File: config.mk
export PLATFORM = sky130hd
export DESIGN_NAME = accept_language_tag_extractor
export DESIGN_NICKNAME = d
export VERILOG_FILES = /design/src/hw/rtl/ale_pkg.sv /design/src/hw/rtl/ale_len_queue.sv /design/src/hw/rtl/ale_front.sv /design/src/hw/rtl/ale_back.sv /design/src/hw/rtl/accept_language_tag_extractor.sv
export VERILOG_INCLUDE_DIRS = /design/src /design/src/hw/rtl
export SDC_FILE = /design/constraint.sdc
export NUM_CORES = 1
export LEC_CHECK = 0
export ABC_AREA = 0
export BUFFER_PORTS_ARGS = -buffer_cell sky130_fd_sc_hd__buf_4
export CORE_MARGIN = 2
export CORE_UTILIZATION = 57
export DETAILED_ROUTE_END_ITERATION = 10
export PLACE_DENSITY_LB_ADDON = 0.05
export SLEW_MARGIN = 5
export SYNTH_ARGS = -nofsm -noshare
export SYNTH_HDL_FRONTEND = slang
export SYNTH_SLANG_ARGS = --single-unit
File: constraint.sdc
create_clock -name clk -period 3.85 [get_ports clk]
set_input_delay 0.385 -clock clk [delete_from_list [all_inputs] [get_ports clk]]
set_output_delay 0.385 -clock clk [all_outputs]
set_load 0.005 [all_outputs]
File: src/hw/rtl/assert_macros.svh
// ----------------------------------------------------------------------------
// assert_macros.svh
// Concurrent assertion helpers shared by the tag extractor modules.
// ----------------------------------------------------------------------------
`ifndef ASSERT_MACROS_SVH
`define ASSERT_MACROS_SVH

`ifndef SYNTHESIS

// Plain property check, sampled on the rising clock, off while in reset.
`define ASSERT_AT(lbl, clk_s, rst_s, prop, msg) \
    lbl: assert property (@(posedge clk_s) disable iff (!rst_s) (prop)) \
        else $error(msg);

// Same-cycle implication check.
`define ASSERT_IMPL(lbl, clk_s, rst_s, ante, cons, msg) \
    `ASSERT_AT(lbl, clk_s, rst_s, (ante) |-> (cons), msg)

// Next-cycle implication check.
`define ASSERT_NEXT(lbl, clk_s, rst_s, ante, cons, msg) \
    `ASSERT_AT(lbl, clk_s, rst_s, (ante) |=> (cons), msg)

`else

`define ASSERT_AT(lbl, clk_s, rst_s, prop, msg)
`define ASSERT_IMPL(lbl, clk_s, rst_s, ante, cons, msg)
`define ASSERT_NEXT(lbl, clk_s, rst_s, ante, cons, msg)

`endif

`endif

File: src/hw/rtl/ale_pkg.sv
// ----------------------------------------------------------------------------
// ale_pkg
// Shared types and constants of the Accept-Language tag extractor.
// ----------------------------------------------------------------------------
`timescale 1ns / 1ps
`default_nettype none

package ale_pkg;

    // Tag store capacity; a tag holds at most TAG_CAPACITY - 1 characters.
    localparam int TAG_CAPACITY = 32;
    localparam int MAX_CHARS    = TAG_CAPACITY - 1;
    localparam int CNT_W        = $clog2(TAG_CAPACITY);

    // Character ring between the front and back ends.
    localparam int RING_DEPTH = 2 * TAG_CAPACITY;
    localparam int RING_AW    = $clog2(RING_DEPTH);
    localparam int PTR_W      = RING_AW + 1;

    // Queue of committed tag lengths.
    localparam int QUEUE_DEPTH = 4;
    localparam int QUEUE_AW    = $clog2(QUEUE_DEPTH);

    // Character codes.
    localparam logic [7:0] CH_HYPHEN     = 8'h2D;
    localparam logic [7:0] CH_STAR       = 8'h2A;
    localparam logic [7:0] CH_UNDERSCORE = 8'h5F;
    localparam logic [7:0] CH_SEMICOLON  = 8'h3B;
    localparam logic [7:0] CH_COMMA      = 8'h2C;
    localparam logic [7:0] CH_LOWER_A    = 8'h61;
    localparam logic [7:0] CH_LOWER_Z    = 8'h7A;
    localparam logic [7:0] CH_UPPER_A    = 8'h41;
    localparam logic [7:0] CH_UPPER_Z    = 8'h5A;
    localparam logic [7:0] CH_SPACE      = 8'h20;
    localparam logic [7:0] CH_TAB        = 8'h09;
    localparam logic [7:0] CH_CR         = 8'h0D;
    localparam logic [7:0] CASE_OFFSET   = 8'h20;

    typedef logic [CNT_W-1:0] tag_len_t;
    typedef logic [PTR_W-1:0] ring_ptr_t;

    // Input transaction: one header byte.
    typedef struct packed {
        logic [7:0] header_byte;
        logic       header_last;
    } ale_in_t;

    // Output transaction: one tag character.
    typedef struct packed {
        logic [7:0] tag_char;
        logic       tag_last;
    } ale_out_t;

    // Ring write port from the front end.
    typedef struct packed {
        logic               en;
        logic [RING_AW-1:0] addr;
        logic [7:0]         data;
    } ale_wr_t;

    // Length queue status toward both ends.
    typedef struct packed {
        logic     nonempty;
        logic     full;
        tag_len_t head;
    } ale_q_stat_t;

endpackage

`default_nettype wire

File: src/hw/rtl/ale_len_queue.sv
// ----------------------------------------------------------------------------
// ale_len_queue
// Short FIFO of committed tag lengths between the front and back ends.
// ----------------------------------------------------------------------------
`timescale 1ns / 1ps
`default_nettype none

module ale_len_queue (
    input  wire logic              clk,
    input  wire logic              rst_n,
    input  wire logic              push,
    input  wire ale_pkg::tag_len_t push_len,
    input  wire logic              pop,
    output ale_pkg::ale_q_stat_t   stat
);
    import ale_pkg::*;

    tag_len_t              entry_reg [QUEUE_DEPTH];
    logic [QUEUE_AW:0]     wr_ptr_reg;
    logic [QUEUE_AW:0]     rd_ptr_reg;
    logic [QUEUE_AW:0]     wr_ptr_next;
    logic [QUEUE_AW:0]     rd_ptr_next;

    // Pointer arithmetic; the extra bit tells full from empty.
    assign wr_ptr_next = push ? wr_ptr_reg + 1'b1 : wr_ptr_reg;
    assign rd_ptr_next = pop  ? rd_ptr_reg + 1'b1 : rd_ptr_reg;

    assign stat.nonempty = (wr_ptr_reg != rd_ptr_reg);
    assign stat.full     = (wr_ptr_reg[QUEUE_AW-1:0] == rd_ptr_reg[QUEUE_AW-1:0])
                           && (wr_ptr_reg[QUEUE_AW] != rd_ptr_reg[QUEUE_AW]);
    assign stat.head     = entry_reg[rd_ptr_reg[QUEUE_AW-1:0]];

    // Pointers.
    always_ff @(posedge clk or negedge rst_n)
    begin
        if (!rst_n)
        begin
            wr_ptr_reg <= '0;
            rd_ptr_reg <= '0;
        end
        else
        begin
            wr_ptr_reg <= wr_ptr_next;
            rd_ptr_reg <= rd_ptr_next;
        end
    end

    // Entry storage.
    always_ff @(posedge clk)
    begin
        if (push)
        begin
            entry_reg[wr_ptr_reg[QUEUE_AW-1:0]] <= push_len;
        end
    end

endmodule

`default_nettype wire

File: src/hw/rtl/ale_front.sv
// ----------------------------------------------------------------------------
// ale_front
// Header parser: classifies bytes, writes tag characters into the ring and
// commits the length of every valid tag to the length queue.
// ----------------------------------------------------------------------------
`timescale 1ns / 1ps
`default_nettype none

`include "assert_macros.svh"

module ale_front (
    input  wire logic              clk,
    input  wire logic              rst_n,
    input  wire logic              cfg_we,
    input  wire logic              cfg_data,
    input  wire logic              in_valid,
    output logic                   in_stall,
    input  wire ale_pkg::ale_in_t  in_data,
    input  wire ale_pkg::ale_q_stat_t q_stat,
    input  wire ale_pkg::ring_ptr_t rd_ptr,
    output ale_pkg::ale_wr_t       wr,
    output logic                   push,
    output ale_pkg::tag_len_t      push_len
);
    import ale_pkg::*;

    typedef enum logic [1:0] {
        PH_SKIPWS,
        PH_COLLECT,
        PH_SKIPCOMMA
    } phase_t;

    phase_t     phase_reg, phase_next;
    tag_len_t   cnt_reg, cnt_next;
    logic       inv_reg, inv_next;
    ring_ptr_t  base_reg, base_next;
    logic       underscore_reg;

    logic       accept;
    logic [7:0] c;
    logic [7:0] cl;
    logic       is_ws;
    logic       char_ok;
    ring_ptr_t  used;

    tag_len_t   t_cnt, tk_cnt, cnt_a;
    logic       t_inv, tk_inv, inv_a;
    logic       tk_we, tk_full, fl;
    phase_t     phase_a;

    // Ring occupancy; the front holds off while the ring or queue is full.
    assign used     = base_reg + ring_ptr_t'(cnt_reg) - rd_ptr;
    assign in_stall = (used == ring_ptr_t'(RING_DEPTH)) || q_stat.full;
    assign accept   = in_valid && !in_stall;

    // Byte classification and case folding.
    assign c     = in_data.header_byte;
    assign is_ws = (c == CH_SPACE) || ((c >= CH_TAB) && (c <= CH_CR));
    always_comb
    begin
        if ((c == CH_UNDERSCORE) && underscore_reg)
        begin
            cl = CH_HYPHEN;
        end
        else if ((c >= CH_UPPER_A) && (c <= CH_UPPER_Z))
        begin
            cl = c + CASE_OFFSET;
        end
        else
        begin
            cl = c;
        end
    end
    assign char_ok = (cl == CH_HYPHEN) || (cl == CH_STAR)
                     || ((cl >= CH_LOWER_A) && (cl <= CH_LOWER_Z));

    // Taking one tag character; a new tag starts from an empty state.
    always_comb
    begin
        t_cnt  = (phase_reg == PH_SKIPWS) ? '0 : cnt_reg;
        t_inv  = (phase_reg == PH_SKIPWS) ? 1'b0 : inv_reg;
        tk_cnt = t_cnt;
        tk_inv = t_inv;
        tk_we  = 1'b0;
        if (!t_inv)
        begin
            if (!char_ok)
            begin
                tk_inv = 1'b1;
            end
            else if (t_cnt < tag_len_t'(MAX_CHARS))
            begin
                tk_we  = 1'b1;
                tk_cnt = t_cnt + 1'b1;
            end
        end
        tk_full = !t_inv && char_ok && (tk_cnt >= tag_len_t'(MAX_CHARS));
    end

    // Phase decoding and tag commit.
    always_comb
    begin
        phase_a = phase_reg;
        cnt_a   = cnt_reg;
        inv_a   = inv_reg;
        fl      = 1'b0;
        wr.en   = 1'b0;
        unique case (phase_reg)
            PH_SKIPWS:
            begin
                if (is_ws || (c == CH_COMMA))
                begin
                    phase_a = PH_SKIPWS;
                end
                else if (c == CH_SEMICOLON)
                begin
                    phase_a = PH_SKIPCOMMA;
                end
                else
                begin
                    cnt_a   = tk_cnt;
                    inv_a   = tk_inv;
                    wr.en   = accept && tk_we;
                    fl      = tk_full;
                    phase_a = tk_full ? PH_SKIPCOMMA : PH_COLLECT;
                end
            end
            PH_COLLECT:
            begin
                if (c == CH_COMMA)
                begin
                    fl      = 1'b1;
                    phase_a = PH_SKIPWS;
                end
                else if ((c == CH_SEMICOLON) || is_ws)
                begin
                    fl      = 1'b1;
                    phase_a = PH_SKIPCOMMA;
                end
                else
                begin
                    cnt_a   = tk_cnt;
                    inv_a   = tk_inv;
                    wr.en   = accept && tk_we;
                    fl      = tk_full;
                    phase_a = tk_full ? PH_SKIPCOMMA : PH_COLLECT;
                end
            end
            default:
            begin
                phase_a = (c == CH_COMMA) ? PH_SKIPWS : PH_SKIPCOMMA;
            end
        endcase

        // End of header flushes a tag still being collected.
        if (in_data.header_last && (phase_a == PH_COLLECT))
        begin
            fl = 1'b1;
        end

        push     = accept && fl && (cnt_a != '0) && !inv_a;
        push_len = cnt_a;
        wr.addr  = RING_AW'(base_reg + ring_ptr_t'(t_cnt));
        wr.data  = cl;

        if (!accept)
        begin
            phase_next = phase_reg;
            cnt_next   = cnt_reg;
            inv_next   = inv_reg;
            base_next  = base_reg;
        end
        else
        begin
            phase_next = in_data.header_last ? PH_SKIPWS : phase_a;
            cnt_next   = (fl || in_data.header_last) ? '0 : cnt_a;
            inv_next   = (fl || in_data.header_last) ? 1'b0 : inv_a;
            base_next  = push ? base_reg + ring_ptr_t'(cnt_a) : base_reg;
        end
    end

    // Parser state and configuration.
    always_ff @(posedge clk or negedge rst_n)
    begin
        if (!rst_n)
        begin
            phase_reg      <= PH_SKIPWS;
            cnt_reg        <= '0;
            inv_reg        <= 1'b0;
            base_reg       <= '0;
            underscore_reg <= 1'b0;
        end
        else
        begin
            phase_reg <= phase_next;
            cnt_reg   <= cnt_next;
            inv_reg   <= inv_next;
            base_reg  <= base_next;
            if (cfg_we)
            begin
                underscore_reg <= cfg_data;
            end
        end
    end

    `ASSERT_IMPL(a_cnt_bound, clk, rst_n, 1'b1, cnt_reg <= tag_len_t'(MAX_CHARS),
        "tag count exceeds capacity")
    `ASSERT_IMPL(a_push_nonempty, clk, rst_n, push, push_len != '0,
        "empty tag committed")
    `ASSERT_NEXT(a_last_resets, clk, rst_n, accept && in_data.header_last,
        (phase_reg == PH_SKIPWS) && (cnt_reg == '0) && !inv_reg,
        "parser state not cleared after end of header")
    `ASSERT_IMPL(a_ring_bound, clk, rst_n, 1'b1, used <= ring_ptr_t'(RING_DEPTH),
        "ring overrun")

endmodule

`default_nettype wire

File: src/hw/rtl/ale_back.sv
// ----------------------------------------------------------------------------
// ale_back
// Emitter: holds the character ring and plays committed tags out one
// character per transaction.
// ----------------------------------------------------------------------------
`timescale 1ns / 1ps
`default_nettype none

`include "assert_macros.svh"

module ale_back (
    input  wire logic                 clk,
    input  wire logic                 rst_n,
    input  wire ale_pkg::ale_wr_t     wr,
    input  wire ale_pkg::ale_q_stat_t q_stat,
    output logic                      pop,
    output ale_pkg::ring_ptr_t        rd_ptr,
    output logic                      out_valid,
    input  wire logic                 out_stall,
    output ale_pkg::ale_out_t         out_data
);
    import ale_pkg::*;

    logic [7:0] ring_mem [RING_DEPTH];
    logic [7:0] rdata_reg;
    logic       last_reg;
    logic       valid_reg;
    ring_ptr_t  rd_ptr_reg;
    tag_len_t   cnt_reg;
    logic       load;
    logic       is_last;

    // Load the output register when it is free or being taken.
    assign load    = q_stat.nonempty && (!valid_reg || !out_stall);
    assign is_last = ({1'b0, cnt_reg} + 1'b1) == {1'b0, q_stat.head};
    assign pop     = load && is_last;

    assign rd_ptr            = rd_ptr_reg;
    assign out_valid         = valid_reg;
    assign out_data.tag_char = rdata_reg;
    assign out_data.tag_last = last_reg;

    // Character ring: written by the parser, read here.
    always_ff @(posedge clk)
    begin
        if (wr.en)
        begin
            ring_mem[wr.addr] <= wr.data;
        end
        if (load)
        begin
            rdata_reg <= ring_mem[rd_ptr_reg[RING_AW-1:0]];
            last_reg  <= is_last;
        end
    end

    // Read pointer, position in the tag and output valid.
    always_ff @(posedge clk or negedge rst_n)
    begin
        if (!rst_n)
        begin
            valid_reg  <= 1'b0;
            rd_ptr_reg <= '0;
            cnt_reg    <= '0;
        end
        else
        begin
            if (load)
            begin
                valid_reg  <= 1'b1;
                rd_ptr_reg <= rd_ptr_reg + 1'b1;
                cnt_reg    <= is_last ? '0 : cnt_reg + 1'b1;
            end
            else if (!out_stall)
            begin
                valid_reg <= 1'b0;
            end
        end
    end

    `ASSERT_IMPL(a_head_nonzero, clk, rst_n, q_stat.nonempty, q_stat.head != '0,
        "zero-length tag at queue head")
    `ASSERT_IMPL(a_cnt_in_tag, clk, rst_n, q_stat.nonempty, cnt_reg < q_stat.head,
        "character index past tag length")
    `ASSERT_NEXT(a_tag_done, clk, rst_n, pop, (cnt_reg == '0) && valid_reg && last_reg,
        "tag end not presented after pop")

endmodule

`default_nettype wire

File: src/hw/rtl/accept_language_tag_extractor.sv
// ----------------------------------------------------------------------------
// accept_language_tag_extractor
// Splits an Accept-Language header into lowercase language tags.
// ----------------------------------------------------------------------------
// Usage:
//   The input channel carries one header byte per transaction, with
//   header_last on the final byte. The output channel carries one tag
//   character per transaction, with tag_last on the final character of a tag.
//   Both channels transfer when valid is high and stall is low.
//   cfg_we/cfg_data set the underscore-to-hyphen option; write it while idle.
// Timing:
//   A byte is taken every cycle. Characters go into a 64-entry ring and
//   each finished tag's length into a 4-entry queue; the input stalls only
//   while the ring is full or four tags wait to be sent.
//   The byte ending a tag registers its length in the queue; the output
//   register then loads the first character, and the rest follow one per
//   cycle while out_stall is low, limited by the single ring read port.
// Reset and stall:
//   rst_n clears the parser, the ring pointers and the queue; underscore
//   rewriting is off. A stalled output holds its character, and the parser
//   keeps running until the ring or queue fills.
// ----------------------------------------------------------------------------
`timescale 1ns / 1ps
`default_nettype none

module accept_language_tag_extractor (
    input  wire logic             clk,
    input  wire logic             rst_n,
    input  wire logic             cfg_we,
    input  wire logic             cfg_data,
    input  wire logic             in_valid,
    output logic                  in_stall,
    input  wire ale_pkg::ale_in_t in_data,
    output logic                  out_valid,
    input  wire logic             out_stall,
    output ale_pkg::ale_out_t     out_data
);
    import ale_pkg::*;

    ale_wr_t     wr;
    ale_q_stat_t q_stat;
    ring_ptr_t   rd_ptr;
    logic        push;
    tag_len_t    push_len;
    logic        pop;

    // Parser front end.
    ale_front u_front (
        .clk      (clk),
        .rst_n    (rst_n),
        .cfg_we   (cfg_we),
        .cfg_data (cfg_data),
        .in_valid (in_valid),
        .in_stall (in_stall),
        .in_data  (in_data),
        .q_stat   (q_stat),
        .rd_ptr   (rd_ptr),
        .wr       (wr),
        .push     (push),
        .push_len (push_len)
    );

    // Committed tag lengths.
    ale_len_queue u_queue (
        .clk      (clk),
        .rst_n    (rst_n),
        .push     (push),
        .push_len (push_len),
        .pop      (pop),
        .stat     (q_stat)
    );

    // Emitter back end.
    ale_back u_back (
        .clk       (clk),
        .rst_n     (rst_n),
        .wr        (wr),
        .q_stat    (q_stat),
        .pop       (pop),
        .rd_ptr    (rd_ptr),
        .out_valid (out_valid),
        .out_stall (out_stall),
        .out_data  (out_data)
    );

endmodule

`default_nettype wire

Word level (Yosys, flattened, before mapping) --
Memories as Yosys holds them, arrays and structs flattened. A register that Yosys moved wholly into a read port is not among the register bits. Index checks and enable logic that the tools add are counted. Widths: inputs -> output; s select.
Word-level totals: bits in registers 36, memories kept 2, bits of input ports 15, bits in writable memories 532
Memory list:
- u_back.ring_mem | depth 64, bits a word 8, read ports 1, clocked after Yosys merged registers in 1, write ports 1, RTL line ale_back.sv:24 | logic [7:0] ring_mem [RING_DEPTH];
- u_queue.entry_reg | depth 4, bits a word 5, read ports 1, clocked after Yosys merged registers in 0, write ports 1, RTL line ale_len_queue.sv:18 | tag_len_t entry_reg [QUEUE_DEPTH];
Cells by class: reductions and logical operators 31, equal/unequal tests 14, mux-type cells 50, order comparisons 8, add/sub/neg operators 11
Operators by type and width (count):
- $mux 5 | 10
- $eq 8x6->1 const B | 5
- $mux 1 | 26
- $ge 8x7->1 const B | 2
- $le 8x7->1 const B | 2
- $mux 8 | 2
- $logic_and 1x1->1 | 15
- $add 7x5->7 | 2
- $mux 2 | 7
- $add 5x1->5 const B | 2
- $pmux 5 s2 | 1
- $add 8x6->8 const B | 1
- $eq 8x7->1 const B | 1
- $ge 8x4->1 const B | 1
- $le 8x4->1 const B | 1
- $logic_or 1x1->1 | 8
- $add 7x1->7 const B | 1
- $eq 7x7->1 const B | 1
- $sub 7x7->7 | 1
- $add 3x1->3 const B | 2
- $add 5x1->6 const B | 1
- $add 6x5->6 | 1
- $eq 6x5->1 | 1
- $pmux 1 s2 | 3
- 12 further kinds | 17

Depth between registers and ports, before layout --
Gate-level depths: netlist (run 1).
depth in word-level cells 23, depth in mapped cells 16

Hierarchy --
A second synthesis (run 1) with hierarchy kept.
Second synthesis, totals: cells, all modules 1397, area, all modules 24553.5 µm²
Modules (own cells, without submodules):
- ale_back | area an instance 21170.3 µm², instances 1, cells each 1070
- ale_front | area an instance 2309.7 µm², instances 1, cells each 270
- ale_len_queue | area an instance 1073.5 µm², instances 1, cells each 57

Worst setup path after synthesis (run 1) --
Ideal clock, no wire load.
path kind input -> register, start point input in_data[1] in the netlist's numbering, end point register u_front.base_reg[6], cell stages on the path 15, slack 0.119 ns, data arrival time 3.597 ns, required time 3.716 ns, buffers on the path 1, library setup time 0.134 ns, cell sequence buf_2 nand2_1 or3_1 a2111o_1 a211oi_2 nand3_2 o32a_1 ha_1 fa_1 a21o_1 a21oi_1 nor2b_1 o21ai_0 a211oi_1 xor2_1
RTL lines:
- from (decl) | RTL line accept_language_tag_extractor.sv:33 | input wire ale_pkg::ale_in_t in_data,
- $ge 8x7->1 or $le 8x7->1 (tied branches) | RTL line ale_front.sv:65 | else if ((c >= CH_UPPER_A) && (c <= CH_UPPER_Z))
- $logic_and 1x1->1 | RTL line ale_front.sv:65
- $mux 8 | RTL line ale_front.sv:65
- $mux 8 | RTL line ale_front.sv:61 | if ((c == CH_UNDERSCORE) && underscore_reg)
- $ge 8x7->1, or another cell as far along | RTL line ale_front.sv:75 | || ((cl >= CH_LOWER_A) && (cl <= CH_LOWER_Z));
- $logic_and 1x1->1 or $logic_or 1x1->1 (tied branches) | RTL line ale_front.sv:75, ale_front.sv:74
- $logic_or 1x1->1 | RTL line ale_front.sv:75
- $mux 5 | RTL line ale_front.sv:87 | if (!char_ok)
- $mux 5 | RTL line ale_front.sv:85 | if (!t_inv)
- $mux 5 (on tied branches) | RTL line ale_front.sv:135, ale_front.sv:115
- $mux 5 (on tied branches) | RTL line ale_front.sv:130, ale_front.sv:111
- $pmux 5 s2 * | RTL line ale_front.sv:108 | unique case (phase_reg)
- named net push_len[0] | RTL line accept_language_tag_extractor.sv:44 | tag_len_t push_len;
- branches (longest 4 deep; another with $add 7x5->7)
- to (signal assigned) | RTL line ale_front.sv:198 | base_reg <= base_next;
- to (decl) | RTL line ale_front.sv:36 | ring_ptr_t base_reg, base_next;
Mark *: on every way through the listed nets, which the timed path passes. A chain may end at the register's enable or synchronous reset.

Final worst setup path (run 1) --
start point register u_back.rd_ptr_reg[1], in the netlist u_back.rd_ptr[1], end point output in_stall
On the way: longest elaborated chain between the ends 3
Ends and longest elaborated chain:
- from (decl) | RTL line ale_back.sv:28 | ring_ptr_t rd_ptr_reg;
- from (signal assigned) | RTL line ale_back.sv:71 | rd_ptr_reg <= rd_ptr_reg + 1'b1;
- $sub 7x7->7 | RTL line ale_front.sv:52 | assign used = base_reg + ring_ptr_t'(cnt_reg) - rd_ptr;
- $eq 7x7->1 | RTL line ale_front.sv:53 | assign in_stall = (used == ring_ptr_t'(RING_DEPTH)) || q_stat.full;
- $logic_or 1x1->1 | RTL line ale_front.sv:53
- to (decl) | RTL line accept_language_tag_extractor.sv:32 | output logic in_stall,
Every way passes these cells.

==> results of run 1 <==
through the flow:
step                      util, %  hold slack [ns]  total power [uW]  std cells  worst slack, ns
after global placement      61.71           0.3794             11350       1826          -0.2708
final                       68.26           0.2984             17130       1947          0.05834
after global routing        68.25           0.3163             17760       1946         -0.09313
after floorplan                 -          0.08941             10040       1213           0.1190
after CTS                   67.00           0.2800             17230       1934          -0.1956
after detailed placement    61.71           0.3886             11410       1826          -0.3234
layout make-up:
cell class | count | area, um^2
diodes | 1 | 2.502
clock buffers | 65 | 1476
clock inverters | 38 | 493.0
fillers | 2663 | 13050
inverters | 40 | 150.1
multi-input cells | 544 | 6880
flip-flops and latches | 576 | 17130
well taps | 532 | 665.6
repair buffers | 151 | 1261
cells in the final DEF, fill, tap and decap left out, types with 11 or more instances in the layout:
master and count:
sky130_fd_sc_hd__nor2_4 47, sky130_fd_sc_hd__nand2_1 42, sky130_fd_sc_hd__clkbuf_16 57, sky130_fd_sc_hd__buf_6 14, sky130_fd_sc_hd__a21oi_1 16, sky130_fd_sc_hd__nor2_1 40, sky130_fd_sc_hd__edfxtp_1 541, sky130_fd_sc_hd__ha_1 25
sky130_fd_sc_hd__mux4_2 173, sky130_fd_sc_hd__buf_4 127, sky130_fd_sc_hd__bufinv_16 11, sky130_fd_sc_hd__nor3_1 11, sky130_fd_sc_hd__xnor2_1 19, sky130_fd_sc_hd__xor2_1 15, sky130_fd_sc_hd__inv_1 36, sky130_fd_sc_hd__dfrtp_1 32
sky130_fd_sc_hd__o21ai_0 13
worst max-delay path: cells and delay by family, from the launching register on:
kind                       cells  cell delay [ns]
adders and majority gates      2             0.84
buffers and inverters          3             0.46
AOI/OAI and AO/OA              4             0.97
DFF                            1             0.48
and+or+nand+nor                1             0.05
final timing paths:
kind,start,to,depth (start not counted),slack (ns)
worst max register to register,u_back.rd_ptr[1],u_queue.wr_ptr_reg[1],14,0.09
worst max-delay path,u_back.rd_ptr[1],in_stall,10,0.06
min in group clk,in_data[7],u_front.phase_reg[1],4,0.31
worst min register to register,u_queue.wr_ptr_reg[2],u_queue.wr_ptr_reg[2],1,0.49
max in group asynchronous,rst_n,u_back.rd_ptr[0],2,3.16
worst min-delay path,rst_n,u_front.underscore_reg,2,0.30
kinds of logic (layout without fill, tap and decap cells):
kind of cell / Yosys count / count (layout)
compound gates: 94 / 94
buf+inv: 93 / 294
fa+ha+maj: 34 / 34
other cells: 0 / 1
simple gates: 199 / 199
mux: 182 / 182
flops: 576 / 576
xor+xnor: 35 / 35
layer usage:
layer | global-route usage (%) | part of all wire, %
met5 | 0 | 0
met3 | 4.764 | 6.3
met2 | 39.71 | 49
met1 | 36.00 | 42
met4 | 6.232 | 2.0
what timing repair did:
item	CTS	global route
hold buffers	5	0
gates resized for setup	49	95
buffers inserted	0	15
pin swaps	0	23
endpoints found under the hold margin	38	0
setup endpoints to repair	439	543
power by group through the flow:
stage / logic [uW] / clock network [uW] / registers [uW]
5_1_grt: 4530 / 6150 / 7080
3_5_place_dp: 4200 / 0 / 7210
3_3_place_gp: 4150 / 0 / 7210
2_1_floorplan: 2860 / 0 / 7180
4_1_cts: 4210 / 5930 / 7080
6_report: 4250 / 5810 / 7080
==> summary.md, run 1 <==
| Metric | Value |
|---|---|
| Run status | finished clean |
| Area contributors post-synth | sky130_fd_sc_hd__edfxtp_1, sky130_fd_sc_hd__mux4_2, sky130_fd_sc_hd__dfrtp_1 |
| Final net count | 1418 |
| Combinational family with the most area after synthesis | multiplexers |
| Buffers added on ports | 25 |
| Clock transition at the register clock pins on the worst setup and hold paths after CTS | 0.06 ns |
| Number of max-slew violations in the final report | 0 |
| Max stage delay on crit path | 0.61 ns |
| Worst setup SP type | flip-flop |
| Final Hold Viols | 0 |
| CTS tree | yes |
| Worst Path Arrival | 3.41 ns |
| Worst-path cell chain | fa_2 > fa_2 > nor2b_1 > o21a_1 > buf_4 > o41ai_1 > a21oi_2 > buf_4 > o31ai_1 > buf_4 |
| Vias in the first global route | 12177 |
| Number of enable-type register cells in the synthesized netlist | 541 |
| Detailed-route wire length per cell | 26.74 um |
| Area growth, synth to finish | 17.56% |
| # setup viols final | 0 |
| Sequential power share | 41.3% |
| Wire length of the first global-routing pass | 78.29 mm |
| Number of max-cap violations | 0 |
| Sequential-to-total area share from yosys stat | 71.73% |
| Sum of negative setup slack | 0 ns |
| Parity-gate share of the synthesized area counting xor and xnor cells | 1.284% |
| Largest net degree at the start of global routing | 91 |
| Flip-flop count of the largest register, all copies and words added | 512 |
| Die height | 208.6 um |
| Area of all placed cells without fillers | 28060 um^2 |
| Async set or reset register ratio after synthesis | 6.076% |
| Top-level port count | 26 |
| Instance count of the mapped netlist | 1213 |
| Max Fanout on Critical Path | 4 |
| Fraction of synthesized area in multiplexers | 16.78% |
| Distinct cell type count of the synthesized netlist | 63 |
| Worst-Skew Late Latency | 0.61 ns |
| Post-route fraction of the period consumed by the critical path | 98.48% |
| Area fraction in compound gates after synthesis | 2.762% |
| Slowest stage cell on the critical path | sky130_fd_sc_hd__fa_2 |
| Count of warnings emitted by yosys | 0 |
| Syn avg cell area | 19.68 um^2 |
| Max-slew headroom | 20.99% |
| Number of flip-flops and latches in the synthesized netlist | 576 |
| Via total after detailed routing | 11960 |
| Post-DP Area | 25370 um^2 |
| Die Outline Area | 43530 um^2 |
| Sw Ratio | 26.61% |
| Via density per instance | 6.143 |
| Top cell type by total area after synthesis | sky130_fd_sc_hd__edfxtp_1 |
| Drt initial violations | 1165 |
| Maximum clock skew at final layout | 0.02131 ns |
| Initial antenna violation count | 1 |
| Leakage | 0.009356 uW |
| Post-synthesis instance area | 23870 um^2 |
| Final routed wirelength across all metal layers | 52.06 mm |
| Required time worst endpoint | 3.46 ns |
| Achievable clock frequency | 0.2637 GHz |
| Row count | 74 |
| Effective utilization at floorplan | 58.06% |
| List of most frequent post-synthesis cells | sky130_fd_sc_hd__edfxtp_1, sky130_fd_sc_hd__mux4_2, sky130_fd_sc_hd__nor2_1 |
| PD cells | 610.6 nW/um^2 |
| Number of routed nets with antenna violations | 0 |
| Shortest period the worst path allows | 3.792 ns |
| Global route overflow | 0 |
| Share of post-route cells with drive strength above 1 | 35.50% |
| Floorplan die width | 208.6 um |
| Cell internal power dissipation | 12570 uW |
| Total clock buffers created by CTS | 56 |
| Most used standard cell by instance count after synthesis | sky130_fd_sc_hd__edfxtp_1 |
| Unrepaired setup endpoints after global routing | true |
| Critical path endpoint category | primary output |
| Transition time of the tightest slew-check pin | 1.185 ns |
| Top cell type's share of synthesized area | 68.06% |
| Worst IR Drop VDD | 455.6 uV |
| Clock Root Buffer | sky130_fd_sc_hd__clkbuf_16 |
| Total number of H-tree levels | 2 |
| Post-synthesis adder-cell area fraction | 2.002% |
| DRC violations left | 0 |
| Basic-gate share of the synthesized area counting and, or, nand and nor cells | 3.910% |
| Total number of clock tree sinks | 576 |
| Net load switching power | 4559 uW |
| Number of buffers on the longest clock path | 3 |
| Worst min-delay path class | input pin to async pin |
| Part of the total power dissipated in combinational logic | 24.8% |
| Main flop type after synthesis | sky130_fd_sc_hd__edfxtp_1 |
| Net Count, Synth | 1262 |
| Share of power burned in the clock network | 33.9% |
| Half-perimeter wire length after detailed placement | 32.42 mm |
| Type of the worst setup path | flip-flop to primary output |
| Global placer's final weighted congestion | 0.8425 |
| Placeable core region | 41110 um^2 |
| Cell repeated most along the worst path | sky130_fd_sc_hd__buf_4 |
| Detailed Routing Iterations Pass 1 | 5 |
| Total track usage | 24.81% |
Power figures use the tool's default switching activity.
==> inputs of run 2 (changes only) <==
--- a/config.mk
+++ b/config.mk
@@ -10,6 +10,7 @@
 export BUFFER_PORTS_ARGS = -buffer_cell sky130_fd_sc_hd__buf_4
 export CORE_MARGIN = 2
 export CORE_UTILIZATION = 57
+export CTS_BUF_LIST = sky130_fd_sc_hd__clkbuf_16
 export DETAILED_ROUTE_END_ITERATION = 10
 export PLACE_DENSITY_LB_ADDON = 0.05
 export SLEW_MARGIN = 5
==> summary.md, run 2 (synthesis gave the netlist of run 1 again) <==
| Metric | Value |
|---|---|
| Worst Path Arrival | 4.01 ns (was 3.41 ns) |
| Area growth, synth to finish | 17.55% (was 17.56%) |
| Total number of H-tree levels | 2 (unchanged) |
| Worst setup SP type | flip-flop (unchanged) |
| Initial antenna violation count | 1 (unchanged) |
| Placeable core region | 41110 um^2 (unchanged) |
| Global route overflow | 0 (unchanged) |
| Final routed wirelength across all metal layers | 52.08 mm (was 52.06 mm) |
| Floorplan die width | 208.6 um (unchanged) |
| Max-slew headroom | 22.49% (was 20.99%) |
| Share of post-route cells with drive strength above 1 | 35.31% (was 35.50%) |
| Half-perimeter wire length after detailed placement | 32.42 mm (unchanged) |
| PnR worst setup slack | 0.09990 ns (was 0.05834 ns) |
| Number of buffers on the longest clock path | 3 (unchanged) |
| Worst min-delay path class | input pin to async pin (unchanged) |
| Worst IR Drop VDD | 454.7 uV (was 455.6 uV) |
| Achievable clock frequency | 0.2667 GHz (was 0.2637 GHz) |
| Number of max-cap violations | 0 (unchanged) |
| Run status | finished clean (unchanged) |
| Total clock buffers created by CTS | 56 (unchanged) |
| Wire length of the first global-routing pass | 78.29 mm (about the same) |
| Die Outline Area | 43530 um^2 (unchanged) |
| Detailed Routing Iterations Pass 1 | 6 (was 5) |
| Flip-flop count of the largest register, all copies and words added | 512 (unchanged) |
| Minimum setup slack among reg-to-reg paths | 0.1 ns (was 0.09 ns) |
| Total track usage | 24.81% (about the same) |
| Area of all placed cells without fillers | 28060 um^2 (about the same) |
| Sum of negative setup slack | 0 ns (unchanged) |
| Shortest period the worst path allows | 3.750 ns (was 3.792 ns) |
| Critical path endpoint category | flip-flop (was primary output) |
| Commonest non-fill, non-tap cell in the layout | sky130_fd_sc_hd__edfxtp_1 (unchanged) |
| Final total power | 17080 uW (was 17130 uW) |
| Type of the worst setup path | flip-flop to flip-flop (was flip-flop to primary output) |
| Post-placement setup slack | -0.3234 ns (unchanged) |
| Most frequent cells in the layout | sky130_fd_sc_hd__edfxtp_1, sky130_fd_sc_hd__mux4_2, sky130_fd_sc_hd__buf_4, sky130_fd_sc_hd__clkbuf_16, sky130_fd_sc_hd__nor2_4 (unchanged) |
| Via density per instance | 6.150 (was 6.143) |
| Required time worst endpoint | 4.11 ns (was 3.46 ns) |
| Via total after detailed routing | 11968 (was 11960) |
| Detailed-route wire length per cell | 26.76 um (was 26.74 um) |
| Leakage | 0.009379 uW (was 0.009356 uW) |
| Final Hold Viols | 0 (unchanged) |
| Effective utilization at floorplan | 58.06% (unchanged) |
| Number of max-slew violations in the final report | 0 (unchanged) |
| Largest net degree at the start of global routing | 91 (unchanged) |
| Global placer's final weighted congestion | 0.8425 (unchanged) |
| Reg2reg end | u_queue.entry_reg[1][3] (was u_queue.wr_ptr_reg[1]) |
| DRC violations left | 0 (unchanged) |
| Transition time of the tightest slew-check pin | 1.163 ns (was 1.185 ns) |
| Maximum clock skew at final layout | 0.02052 ns (was 0.02131 ns) |
| Post-DP Area | 25370 um^2 (unchanged) |
| Unrepaired setup endpoints after global routing | true (unchanged) |
| Tightest hold margin | 0.2960 ns (was 0.2984 ns) |
| Row count | 74 (unchanged) |
| Final net count | 1417 (was 1418) |
| Vias in the first global route | 12177 (unchanged) |
| Post-route fraction of the period consumed by the critical path | 97.41% (was 98.48%) |
| # setup viols final | 0 (unchanged) |
| Worst reg2reg startpoint | u_back.rd_ptr[1] (unchanged) |
| Top-level port count | 26 (unchanged) |
| Max Fanout on Critical Path | 5 (was 4) |
| Drt initial violations | 1142 (was 1165) |
| Clock transition at the register clock pins on the worst setup and hold paths after CTS | 0.06 ns (about the same) |
| CTS tree | yes (unchanged) |
| PD cells | 608.6 nW/um^2 (was 610.6 nW/um^2) |
| Number of routed nets with antenna violations | 0 (unchanged) |
| Clock Root Buffer | sky130_fd_sc_hd__clkbuf_16 (unchanged) |
| Total number of clock tree sinks | 576 (unchanged) |
| Worst reg-to-reg path cell count | 15 (was 14) |
| Buffers added on ports | 25 (unchanged) |
| Worst-Skew Late Latency | 0.61 ns (about the same) |
| Die height | 208.6 um (unchanged) |
run 2: stage by stage:
stage,utilization (%),cells
after floorplan,-,1213
after global placement,61.71,1826
after detailed placement,61.71,1826
after CTS,66.96,1934
after global routing,68.25,1945
final,68.25,1946
run 2: repair_timing:
action / in CTS / in global routing
hold buffers: 5 / 0
setup buffers: 0 / 15
pin swaps: 0 / 28
setup endpoints to repair: 439 / 543
endpoints found under the hold margin: 38 / 0
resized for setup: 50 / 99
run 2: final cells by class:
type                    count  area (um^2)
flip-flops and latches    576        17130
fillers                  2661        13050
multi-input cells         544         6900
clock buffers              57         1426
repair buffers            150         1260
well taps                 532        665.6
clock inverters            46        523.0
inverters                  40        150.1
diodes                      1        2.502
run 2: critical path, stage by stage, from the launching register on:
cell and delay, ns:
sky130_fd_sc_hd__dfrtp_4 0.48, sky130_fd_sc_hd__fa_2 0.61, sky130_fd_sc_hd__fa_2 0.23, sky130_fd_sc_hd__nor2b_1 0.05
sky130_fd_sc_hd__o21a_1 0.22, sky130_fd_sc_hd__buf_4 0.14, sky130_fd_sc_hd__o211ai_1 0.22, sky130_fd_sc_hd__o41ai_2 0.12
sky130_fd_sc_hd__a21oi_2 0.19, sky130_fd_sc_hd__o31ai_4 0.14, sky130_fd_sc_hd__buf_4 0.16, sky130_fd_sc_hd__buf_6 0.12
sky130_fd_sc_hd__nand2b_4 0.14, sky130_fd_sc_hd__a21o_1 0.18, sky130_fd_sc_hd__buf_6 0.14, sky130_fd_sc_hd__nor2_2 0.26
run 2: how the worst max path moves through the flow:
stage | startpoint | end | slack, ns
finish | u_back.rd_ptr[1] | u_queue.entry_reg[1][3] | 0.1
global route | u_back.rd_ptr[0] | u_back.ring_mem[2][2] | -0.07
CTS | u_back.rd_ptr[1] | u_back.ring_mem[14][3] | -0.20
detailed placement | u_back.rd_ptr[1] | u_back.ring_mem[50][6] | -0.32
global placement | u_back.rd_ptr[1] | u_back.ring_mem[50][4] | -0.27
floorplan | in_data[1] | u_front.base_reg[6] | 0.12
run 2: per-layer routing:
| layer | GRT usage (%) | part of all wire, % |
|---|---|---|
| met2 | 39.70 | 50 |
| met5 | 0 | 0 |
| met1 | 36.02 | 42 |
| met3 | 4.764 | 6.5 |
| met4 | 6.232 | 1.8 |
run 2: power breakdown:
part | leakage [uW] | internal (uW) | switching (uW) | total [uW]
Combinational | 0.00309 | 2090 | 2160 | 4250
Clock | 0.000966 | 3430 | 2320 | 5750
Sequential | 0.00532 | 6990 | 84.7 | 7080
==> inputs of run 3 (changes only) <==
--- a/config.mk
+++ b/config.mk
@@ -16,4 +16,5 @@
 export SLEW_MARGIN = 5
 export SYNTH_ARGS = -nofsm -noshare
 export SYNTH_HDL_FRONTEND = slang
+export SYNTH_HIERARCHICAL = 1
 export SYNTH_SLANG_ARGS = --single-unit
==> summary.md, run 3 <==
| Metric | Value |
|---|---|
| Net load switching power | 5199 uW (was 4567 uW) |
| Worst reg-to-reg path cell count | 16 (was 15) |
| Worst-path cell chain | ha_1 > inv_1 > ha_1 > inv_1 > fa_2 > nand2b_1 > a21oi_2 > a211oi_1 > o211ai_1 > nand3b_1 > inv_1 > and2_4 > nor2b_4 > nand4b_1 > nor3_2 > buf_6 (was fa_2 > fa_2 > nor2b_1 > o21a_1 > buf_4 > o211ai_1 > o41ai_2 > a21oi_2 > o31ai_4 > buf_4 > buf_6 > nand2b_4 > a21o_1 > buf_6 > nor2_2) |
| Post-DP Area | 25900 um^2 (was 25370 um^2) |
| Largest net degree at the start of global routing | 127 (was 91) |
| Floorplan die width | 211.6 um (was 208.6 um) |
| Count of warnings emitted by yosys | 6 (was 0) |
| Number of enable-type register cells in the synthesized netlist | 541 (unchanged) |
| Required time worst endpoint | 4.19 ns (was 4.11 ns) |
| Worst-Skew Late Latency | 0.63 ns (was 0.61 ns) |
| Number of max-cap violations | 0 (unchanged) |
| Buffers added on ports | 25 (unchanged) |
| Type of the worst setup path | flip-flop to flip-flop (unchanged) |
| Max-slew headroom | 10.77% (was 22.49%) |
| Via density per instance | 6.139 (was 6.150) |
| Shortest period the worst path allows | 3.627 ns (was 3.750 ns) |
| Die Outline Area | 44750 um^2 (was 43530 um^2) |
| Worst reg2reg startpoint | u_back/rd_ptr[0] (was u_back.rd_ptr[1]) |
| Minimum setup slack among reg-to-reg paths | 0.22 ns (was 0.1 ns) |
| PnR worst setup slack | 0.2233 ns (was 0.09990 ns) |
| Number of routed nets with antenna violations | 0 (unchanged) |
| CTS tree | yes (unchanged) |
| Area contributors post-synth | sky130_fd_sc_hd__edfxtp_1, sky130_fd_sc_hd__mux4_2, sky130_fd_sc_hd__dfrtp_1 (unchanged) |
| Async set or reset register ratio after synthesis | 6.076% (unchanged) |
| Total number of H-tree levels | 2 (unchanged) |
| Clock Root Buffer | sky130_fd_sc_hd__clkbuf_16 (unchanged) |
| Row count | 76 (was 74) |
| Cell internal power dissipation | 12480 uW (was 12510 uW) |
| Final total power | 17680 uW (was 17080 uW) |
| Area of all placed cells without fillers | 27960 um^2 (was 28060 um^2) |
| Maximum clock skew at final layout | 0.03284 ns (was 0.02052 ns) |
| Initial antenna violation count | 0 (was 1) |
| Unrepaired setup endpoints after global routing | false (was true) |
| Top cell type's share of synthesized area | 66.16% (was 68.06%) |
| Distinct cell type count of the synthesized netlist | 86 (was 63) |
| Main flop type after synthesis | sky130_fd_sc_hd__edfxtp_1 (unchanged) |
| Flip-flop count of the largest register, all copies and words added | 512 (unchanged) |
| Sw Ratio | 29.40% (was 26.74%) |
| Achievable clock frequency | 0.2757 GHz (was 0.2667 GHz) |
| Worst setup SP type | flip-flop (unchanged) |
| Wire length of the first global-routing pass | 82.02 mm (was 78.29 mm) |
| Share of post-route cells with drive strength above 1 | 25.41% (was 35.31%) |
| Clock transition at the register clock pins on the worst setup and hold paths after CTS | 0.06 ns (about the same) |
| Detailed Routing Iterations Pass 1 | 5 (was 6) |
| Total clock buffers created by CTS | 58 (was 56) |
| Leakage | 0.009895 uW (was 0.009379 uW) |
| Die height | 211.6 um (was 208.6 um) |
| Transition time of the tightest slew-check pin | 1.339 ns (was 1.163 ns) |
| Placeable core region | 42790 um^2 (was 41110 um^2) |
| Slowest stage cell on the critical path | sky130_fd_sc_hd__dfrtp_4 (was sky130_fd_sc_hd__fa_2) |
| Commonest non-fill, non-tap cell in the layout | sky130_fd_sc_hd__edfxtp_1 (unchanged) |
| Run status | finished clean (unchanged) |
| Net Count, Synth | 1446 (was 1262) |
| Final net count | 1591 (was 1417) |
| Part of the total power dissipated in combinational logic | 27.2% (was 24.9%) |
| Sequential power share | 40.9% (was 41.4%) |
| Post-route fraction of the period consumed by the critical path | 94.20% (was 97.41%) |
| # setup viols final | 0 (unchanged) |
| Worst IR Drop VDD | 612.8 uV (was 454.7 uV) |
| Number of flip-flops and latches in the synthesized netlist | 576 (unchanged) |
| Detailed-route wire length per cell | 25.84 um (was 26.76 um) |
| DRC violations left | 0 (unchanged) |
| Global route overflow | 0 (unchanged) |
| Worst min-delay path class | input pin to flip-flop (was input pin to async pin) |
| Sequential-to-total area share from yosys stat | 69.73% (was 71.73%) |
| Sink of the worst hold path | u_front/cnt_reg[4] |
| Total track usage | 25.34% (was 24.81%) |
| Drt initial violations | 1454 (was 1142) |
| Post-placement setup slack | -0.1439 ns (was -0.3234 ns) |
| Global placer's final weighted congestion | 0.8667 (was 0.8425) |
| PD cells | 632.4 nW/um^2 (was 608.6 nW/um^2) |
| Via total after detailed routing | 13118 (was 11968) |
| Most frequent cells in the layout | sky130_fd_sc_hd__edfxtp_1, sky130_fd_sc_hd__buf_4, sky130_fd_sc_hd__mux2i_1, sky130_fd_sc_hd__mux4_2, sky130_fd_sc_hd__nor2_1 (was sky130_fd_sc_hd__edfxtp_1, sky130_fd_sc_hd__mux4_2, sky130_fd_sc_hd__buf_4, sky130_fd_sc_hd__clkbuf_16, sky130_fd_sc_hd__nor2_4) |
| Max stage delay on crit path | 0.49 ns (was 0.61 ns) |
| Reg2reg end | u_back/ring_mem[48][6] (was u_queue.entry_reg[1][3]) |
| Launch instance of the worst min-delay path | in_valid |
| Vias in the first global route | 13067 (was 12177) |
| Critical path endpoint category | flip-flop (unchanged) |
| Number of buffers on the longest clock path | 3 (unchanged) |
| Top-level port count | 26 (unchanged) |
| List of most frequent post-synthesis cells | sky130_fd_sc_hd__edfxtp_1, sky130_fd_sc_hd__mux2i_1, sky130_fd_sc_hd__mux4_2 (was sky130_fd_sc_hd__edfxtp_1, sky130_fd_sc_hd__mux4_2, sky130_fd_sc_hd__nor2_1) |
| Max Fanout on Critical Path | 8 (was 5) |
| Final routed wirelength across all metal layers | 55.21 mm (was 52.08 mm) |
| Effective utilization at floorplan | 57.38% (was 58.06%) |
| Cell repeated most along the worst path | sky130_fd_sc_hd__inv_1 |
| Half-perimeter wire length after detailed placement | 34.10 mm (was 32.42 mm) |
| Tightest hold margin | 0.2706 ns (was 0.2960 ns) |
| Worst Path Arrival | 3.97 ns (was 4.01 ns) |
| Final Hold Viols | 0 (unchanged) |
| Share of power burned in the clock network | 31.9% (was 33.7%) |
| Most used standard cell by instance count after synthesis | sky130_fd_sc_hd__edfxtp_1 (unchanged) |
| Syn avg cell area | 17.58 um^2 (was 19.68 um^2) |
| Worst hold path depth | 5 |
| Area growth, synth to finish | 13.87% (was 17.55%) |
| Post-synthesis instance area | 24550 um^2 (was 23870 um^2) |
| Post-layout utilization of the core | 65.34% (was 68.25%) |
| Instance count of the mapped netlist | 1397 (was 1213) |
| Total number of clock tree sinks | 576 (unchanged) |
| Top cell type by total area after synthesis | sky130_fd_sc_hd__edfxtp_1 (unchanged) |
| Number of max-slew violations in the final report | 0 (unchanged) |
-- run 3: changes by cell type in the layout (fill, tap and decap cells not counted), sizes merged, moves of 9 or more --
cell    before  now
mux2         6   28
and3         2   17
mux2i        3   87
a41oi        0    9
a22oi        1   17
a21oi       20   32
o221ai       0   17
buf        145  155
mux4       173  101
nand2       44   79
-- run 3: logic make-up (layout without fill, tap and decap cells) --
group                    after synthesis  after routing  synth area share (%)
AND/OR/NAND/NOR                      267            267                 5.269
adder cells (fa/ha/maj)               34             34                 1.947
other                                  0              1                     0
buffers and inverters                114            307                 2.757
AO/OA/AOI/OAI                        160            160                 4.831
multiplexers                         216            216                 14.34
XOR/XNOR                              30             30                 1.126
flip-flops                           576            576                 69.73
-- run 3: worst max-delay path by stage --
stage / slack, ns / start / to
global route: 0.03 / u_back/rd_ptr[0] / in_stall
floorplan: 0.02 / u_front/base_reg[1] / u_back/ring_mem[48][0]
global placement: -0.09 / u_back/rd_ptr[0] / u_back/ring_mem[44][1]
finish: 0.22 / u_back/rd_ptr[0] / u_back/ring_mem[48][6]
CTS: 0.007 / u_back/rd_ptr[0] / u_queue/entry_reg[3][3]
detailed placement: -0.14 / u_back/rd_ptr[0] / u_back/ring_mem[36][1]
-- run 3: layout make-up --
| cell class | count | area, um^2 |
|---|---|---|
| Antenna cell | 1 | 2.502 |
| Clock buffer | 58 | 1451 |
| Clock inverter | 50 | 465.4 |
| Fill cell | 2991 | 14830 |
| Inverter | 39 | 146.4 |
| Multi-Input combinational cell | 707 | 6818 |
| Sequential cell | 576 | 17130 |
| Tap cell | 546 | 683.2 |
| Timing Repair Buffer | 160 | 1257 |
-- run 3: worst max-delay path: cells and delay by family, from the launching register on --
family,cells,cell delay [ns]
AO/OA/AOI/OAI,3,0.41
adder cells (fa/ha/maj),3,0.84
buffers and inverters,4,0.39
flip-flops,1,0.49
AND/OR/NAND/NOR,6,1.21
-- run 3: through the flow --
step                      cells  setup TNS (ns)
after floorplan            1397               0
after global placement     2022          -3.877
after detailed placement   2022          -7.584
after CTS                  2135               0
after global routing       2136               0
final                      2137               0
-- run 3: metal layers --
metal / vias up / GRT usage [%] / share of wire (%)
li1: 5827 / - / -
met1: 6745 / 36.76 / 43
met2: 451 / 40.04 / 48
met3: 95 / 4.287 / 6.3
met4: 0 / 7.601 / 2.6
met5: - / 0 / 0
-- run 3: what timing repair did --
| action | in CTS | in global routing |
|---|---|---|
| buffers inserted | 0 | 1 |
| hold buffers | 5 | 0 |
| resized for setup | 2 | 25 |
| endpoints found under the setup margin | 123 | 391 |
| hold endpoints to repair | 39 | 0 |
| pin swaps | 0 | 3 |
-- run 3: power by group through the flow --
stage                     Sequential (uW)  Combinational (uW)  Clock [uW]
final                                7230                4810        5640
after global routing                 7240                5170        5970
after CTS                            7230                4840        5730
after detailed placement             7360                4810           0
after global placement               7360                4800           0
after floorplan                      7270                3590           0
